File: src/hw/rtl/irn_pkg.sv
// Shared types and constants for the nearest-neighbour image rotator.
// Used by irn_map, image_rotate_nearest and the testbench; depends on nothing else.
`timescale 1ns / 1ps

package irn_pkg;

  localparam int unsigned DEF_MAX_COLS       = 512;
  localparam int unsigned DEF_MAX_ROWS       = 512;
  localparam int unsigned DEF_TRIG_FRAC_BITS = 14;

  // Width of the cosine and sine registers.
  localparam int unsigned TRIG_W = 16;
  // Width of the frame size registers.
  localparam int unsigned SIZE_W = 10;

  localparam logic [SIZE_W-1:0]        FRAME_COLS_RST = 10'd512;
  localparam logic [SIZE_W-1:0]        FRAME_ROWS_RST = 10'd512;
  localparam logic signed [TRIG_W-1:0] COS_RST        = 16'sd16384;
  localparam logic signed [TRIG_W-1:0] SIN_RST        = 16'sd0;

  typedef enum logic [1:0] {
    REG_FRAME_COLS = 2'd0,
    REG_FRAME_ROWS = 2'd1,
    REG_COS_ANGLE  = 2'd2,
    REG_SIN_ANGLE  = 2'd3
  } cfg_reg_e;

  typedef enum logic {
    REQ_STORE = 1'b0,
    REQ_READ  = 1'b1
  } req_e;

  // One request as it travels down the mapping pipeline.
  typedef struct packed {
    req_e       req;
    logic [8:0] col;
    logic [8:0] row;
    logic [7:0] pixel;
  } item_t;

endpackage

File: src/hw/rtl/irn_map.sv
// Coordinate mapping pipeline: output position to source position.
// Four registered stages (offset, products, sums, truncation); uses irn_pkg.
`timescale 1ns / 1ps

module irn_map #(
  parameter int unsigned MAX_COLS       = irn_pkg::DEF_MAX_COLS,
  parameter int unsigned MAX_ROWS       = irn_pkg::DEF_MAX_ROWS,
  parameter int unsigned TRIG_FRAC_BITS = irn_pkg::DEF_TRIG_FRAC_BITS,
  localparam int unsigned CNT_W = $clog2((MAX_COLS > MAX_ROWS ? MAX_COLS : MAX_ROWS) + 1),
  localparam int unsigned D_W   = CNT_W + 1,
  localparam int unsigned P_W   = D_W + irn_pkg::TRIG_W,
  localparam int unsigned H_W   = CNT_W + TRIG_FRAC_BITS + 1,
  localparam int unsigned S_W   = (P_W > H_W ? P_W : H_W) + 2,
  localparam int unsigned X_W   = S_W - TRIG_FRAC_BITS
) (
  input  logic                               clk_i,
  input  logic                               rst_ni,
  input  logic                               en_i,
  input  logic                               valid_i,
  input  irn_pkg::item_t                     item_i,
  input  logic [CNT_W-1:0]                   cols_i,
  input  logic [CNT_W-1:0]                   rows_i,
  input  logic signed [irn_pkg::TRIG_W-1:0]  cos_i,
  input  logic signed [irn_pkg::TRIG_W-1:0]  sin_i,
  output logic                               valid_o,
  output irn_pkg::item_t                     item_o,
  output logic                               in_frame_o,
  output logic signed [X_W-1:0]              xs_o,
  output logic signed [X_W-1:0]              ys_o
);

  localparam int unsigned IN_W = (CNT_W > 9) ? CNT_W : 9;

  logic [CNT_W-1:0] hx, hy;
  assign hx = cols_i >> 1;
  assign hy = rows_i >> 1;

  // Stage 1: offsets from the centre and frame check of the request.
  logic                  v1_q;
  irn_pkg::item_t        it1_q;
  logic                  inf1_q;
  logic signed [D_W-1:0] dx1_q, dy1_q;
  logic signed [D_W-1:0] dx1_d, dy1_d;
  logic                  inf1_d;

  always_comb begin
    dx1_d  = $signed({1'b0, CNT_W'(item_i.col)}) - $signed({1'b0, hx});
    dy1_d  = $signed({1'b0, CNT_W'(item_i.row)}) - $signed({1'b0, hy});
    inf1_d = (IN_W'(item_i.col) < IN_W'(cols_i)) && (IN_W'(item_i.row) < IN_W'(rows_i));
  end

  // Stage 2: the four products.
  logic                  v2_q;
  irn_pkg::item_t        it2_q;
  logic                  inf2_q;
  logic signed [P_W-1:0] pxc_q, pys_q, pxs_q, pyc_q;

  // Stage 3: rotated positions, still with fraction bits.
  logic                  v3_q;
  irn_pkg::item_t        it3_q;
  logic                  inf3_q;
  logic signed [S_W-1:0] xa_q, ya_q;
  logic signed [S_W-1:0] xa_d, ya_d;
  logic signed [S_W-1:0] hx_sh, hy_sh;

  assign hx_sh = $signed(S_W'({hx, {TRIG_FRAC_BITS{1'b0}}}));
  assign hy_sh = $signed(S_W'({hy, {TRIG_FRAC_BITS{1'b0}}}));
  assign xa_d  = S_W'(pxc_q) - S_W'(pys_q) + hx_sh;
  assign ya_d  = S_W'(pxs_q) + S_W'(pyc_q) + hy_sh;

  // Stage 4: drop the fraction, rounding toward zero. Biasing a negative
  // value by one less than the scale turns the floor into a truncation.
  logic                  v4_q;
  irn_pkg::item_t        it4_q;
  logic                  inf4_q;
  logic signed [X_W-1:0] xs_q, ys_q;
  logic signed [S_W-1:0] xt, yt;
  logic        [S_W-1:0] bias;

  assign bias = S_W'({TRIG_FRAC_BITS{1'b1}});
  assign xt   = xa_q + (xa_q[S_W-1] ? $signed(bias) : $signed(S_W'(0)));
  assign yt   = ya_q + (ya_q[S_W-1] ? $signed(bias) : $signed(S_W'(0)));

  always_ff @(posedge clk_i or negedge rst_ni) begin
    if (!rst_ni) begin
      v1_q <= 1'b0;
      v2_q <= 1'b0;
      v3_q <= 1'b0;
      v4_q <= 1'b0;
    end else if (en_i) begin
      v1_q <= valid_i;
      v2_q <= v1_q;
      v3_q <= v2_q;
      v4_q <= v3_q;
    end
  end

  always_ff @(posedge clk_i) begin
    if (en_i) begin
      it1_q  <= item_i;
      inf1_q <= inf1_d;
      dx1_q  <= dx1_d;
      dy1_q  <= dy1_d;

      it2_q  <= it1_q;
      inf2_q <= inf1_q;
      pxc_q  <= dx1_q * cos_i;
      pys_q  <= dy1_q * sin_i;
      pxs_q  <= dx1_q * sin_i;
      pyc_q  <= dy1_q * cos_i;

      it3_q  <= it2_q;
      inf3_q <= inf2_q;
      xa_q   <= xa_d;
      ya_q   <= ya_d;

      it4_q  <= it3_q;
      inf4_q <= inf3_q;
      xs_q   <= xt[S_W-1:TRIG_FRAC_BITS];
      ys_q   <= yt[S_W-1:TRIG_FRAC_BITS];
    end
  end

  assign valid_o    = v4_q;
  assign item_o     = it4_q;
  assign in_frame_o = inf4_q;
  assign xs_o       = xs_q;
  assign ys_o       = ys_q;

endmodule

File: config.mk
export PLATFORM = sky130hd
export DESIGN_NAME = irn_map
export DESIGN_NICKNAME = d
export VERILOG_FILES = /design/src/hw/rtl/irn_pkg.sv /design/src/hw/rtl/irn_map.sv
export SDC_FILE = /design/constraint.sdc
export NUM_CORES = 2
export LEC_CHECK = 0
export BUFFER_PORTS_ARGS = -buffer_cell sky130_fd_sc_hd__buf_2
export CAP_MARGIN = 20
export CORE_UTILIZATION = 65
export CTS_BUF_LIST = sky130_fd_sc_hd__clkbuf_4
export DETAILED_ROUTE_END_ITERATION = 6
export GPL_TIMING_DRIVEN = 0
export PLACE_DENSITY = 0.82
export SKIP_CTS_REPAIR_TIMING = 1
export SLEW_MARGIN = 20
export SYNTH_ARGS = -nofsm -noshare
export SYNTH_HDL_FRONTEND = slang
export SYNTH_SLANG_ARGS = --single-unit
File: constraint.sdc
create_clock -name clk_i -period 7.6 [get_ports clk_i]
set_input_delay 2.28 -clock clk_i [delete_from_list [all_inputs] [get_ports clk_i]]
set_output_delay 2.28 -clock clk_i [all_outputs]
set_load 0.05 [all_outputs]
==> summary.txt <==
Outcome
  – Status: finished with violations
  – Failing checks: DRC

Hold path
  – Worst hold stages: 0
  – Hold path endpoint: it2_q[12]
  – Hold Crit Class: flop to flop
  – Hold Path Origin: it1_q[12]

STA
  – Tmin final: 7440 ps
  – Max-slew violation count: 0
  – Worst slew pin tran: 1210 ps
  – Rel. slew slack: 19.5%
  – Post-route clock skew: 61.2 ps
  – Final period util: 97.8%
  – Setup repair after global routing missed its margin: false
  – # setup viols final: 0
  – Max frequency: 134 MHz
  – Final hold viol count: 0

Synthesis
  – Synthesized net count: 4847
  – Yosys Warn Count: 0
  – Post-synth EDFFs: 324
  – Seq/Total Area, Yosys: 25.4%
  – Async SR Flop Fraction: 1.22%
  – Mapped Cells: 3796
  – Post-synth top flop: edfxtp_1
  – Synth Register Bits: 328
  – Mapped cell area: 38700 sq um
  – Unique masters post-synth: 72
  – Mean post-synth cell area: 10.2 sq um

Floorplanning
  – Chip Height: 246 um
  – Total core area: 58900 sq um
  – Top Ports: 142
  – Die area: 60600 sq um
  – Row cnt: 89
  – Die Wd: 246 um
  – Initial Utilization: 65.8%

Setup path
  – Crit end category: flop
  – Worst R2R Setup Slack: 400 ps
  – Worst EP arrival: 7970 ps
  – Crit path launch type: input port
  – Worst EP required: 8140 ps
  – Setup Crit Path Kind: input port to flop
  – R2r startpoint: dy1_q[9]
  – Reg2Reg Depth: 19
  – Critical-path maximum fanout: 10
  – RR Endpoint: pys_q[24]

Route
  – DR vias/cell: 5.67
  – Antenna viol nets, final: 0
  – First DRT Iteration DRCs: 2059
  – DR DRC count: 4
  – Vias: 27500
  – Pre-antenna DRT Iters: 7
  – Drt wl/cell: 19.8 um
  – Final WL: 96100 um

Clock tree
  – CTS H-Tree Depth: 3
  – Reg clk slew, reported paths: 70 ps
  – Clock Path Buffers: 3
  – Root Buffer: clkbuf_4
  – Clock Latency Late Sink: 850 ps
  – Clock sink count: 328
  – CTS Buf Count: 83
  – CTS tree: built

Run
  – MaxCap Viol Count: 0

Finish
  – Layout cells sized above 1: 7.05%
  – P&R area growth vs syn: 7.16%
  – Final Net Count: 5047
  – Core occupancy in the finished layout: 70.5%
  – Most frequent cells in the layout: 836 x inv_1, 578 x fa_1, 423 x nand2_1, 390 x ha_1, 324 x edfxtp_1
  – Most common cell after layout, fill and taps aside: inv_1

Global route
  – Vias in the first global route: 28300
  – Largest net degree at the start of global routing: 107
  – GRT Util Overall: 33.3%
  – Overflow after GRT: 0
  – First-pass GRT wire length: 150000 um
  – Antenna violations before repair: 8

Place
  – Final Wtd Congestion: 1.01
  – DP HPWL: 76400 um
  – Port Buf Inserts: 109
==> worst max path at each step <==
stage / slack [ps] / endpoint / startpoint / cells past startpoint
after floorplan: 200 / pxs_q[24] / sin_i[7] / 21
after global placement: -660 / pys_q[24] / sin_i[9] / 19
after detailed placement: -670 / pys_q[24] / sin_i[9] / 19
after CTS: 160 / pxs_q[24] / dx1_q[9] / 18
after global routing: 10 / pxs_q[24] / sin_i[7] / 21
final: 160 / pyc_q[23] / cos_i[8] / 19
==> per-layer routing <==
| metal | routed length, um | global-route usage, % | part of all wire (%) |
|---|---|---|---|
| met1 | 37700 | 44.4 | 39 |
| met2 | 42700 | 50.4 | 44 |
| met3 | 11100 | 9.39 | 12 |
| met4 | 4560 | 16.0 | 4.7 |
| met5 | 40 | 0 | 0.042 |
==> critical path, stage by stage <==
cell	delay, ps
clkbuf_1	500
nand2_1	210
fa_1	580
inv_1	60
fa_1	550
fa_1	430
fa_1	490
inv_1	50
fa_1	470
inv_1	40
ha_1	340
a21o_1	190
a211o_1	350
a211oi_1	440
o21ai_0	270
a21o_1	250
nor4_1	190
a21oi_1	90
xor2_1	180
==> state kept, by name, summed over array words and instances (netlist names), 10 cells and up <==
name,count
xa_q,29
item_o,27
xs_o,15
ya_q,29
pxs_q,26
it3_q,27
it1_q,27
it2_q,27
pxc_q,26
dy1_q,10
ys_o,15
dx1_q,10
pys_q,26
pyc_q,26
==> logic make-up (layout without fill, tap and decap cells) <==
family,count (synthesis),in the layout,share of synthesized area [%]
and+or+nand+nor,933,933,11.4
AOI/OAI and AO/OA,412,412,7.04
DFF,328,328,25.4
xor gates and xnor gates,188,188,4.25
other,0,12,0
adders and majority gates,968,968,42.5
muxes,5,5,0.145
buffers and inverters,962,1225,9.32
==> layout make-up <==
cell class / count / area (sq um)
flip-flops and latches: 328 / 9830
clock inverters: 30 / 198
multi-input cells: 2506 / 25300
diodes: 12 / 30.0
inverters: 837 / 3140
fillers: 4334 / 17400
clock buffers: 118 / 886
well taps: 773 / 967
repair buffers: 115 / 673
plain buffers: 125 / 488
==> stage by stage <==
stage	area (sq um)	setup slack, ps	TNS [ps]	hold slack (ps)	instances
3_3_place_gp	40300	-662	-104470	400	4678
6_report	41500	164	0	411	4844
4_1_cts	41400	157	0	411	4829
5_1_grt	41500	12.1	0	416	4837
2_1_floorplan	38700	197	0	400	3796
3_5_place_dp	40300	-671	-10350	405	4681
==> cell usage after synthesis (4+ instances only) <==
cell type	count	area (sq um)
inv_1	836	3140
fa_1	578	11600
nand2_1	423	1590
ha_1	390	4880
edfxtp_1	324	9730
and2_1	227	1420
xnor2_1	144	1260
nor2_1	133	499
clkbuf_1	124	465
a21oi_1	111	556
o21ai_0	76	380
a21o_1	75	563
xor2_1	44	385
nand2b_1	36	225
nand3_1	28	140
o21a_1	27	203
and3_1	18	113
nor2b_1	16	100
a211oi_1	14	105
nor3_1	14	70.1
a21boi_0	13	97.6
o21bai_1	13	97.6
nand4_1	12	75.1
a31oi_1	11	68.8
o211ai_1	8	60.1
a211o_1	6	52.6
a2111oi_0	5	43.8
mux2_2	5	56.3
o22ai_1	5	31.3
or2_2	5	31.3
a31o_2	4	35.0
dfrtp_1	4	100
o31ai_1	4	30.0
or3_1	4	25.0
Power is left out: the tool's default activity adds up to more than one toggle a clock period on the data nets, which glitch-free logic cannot reach.
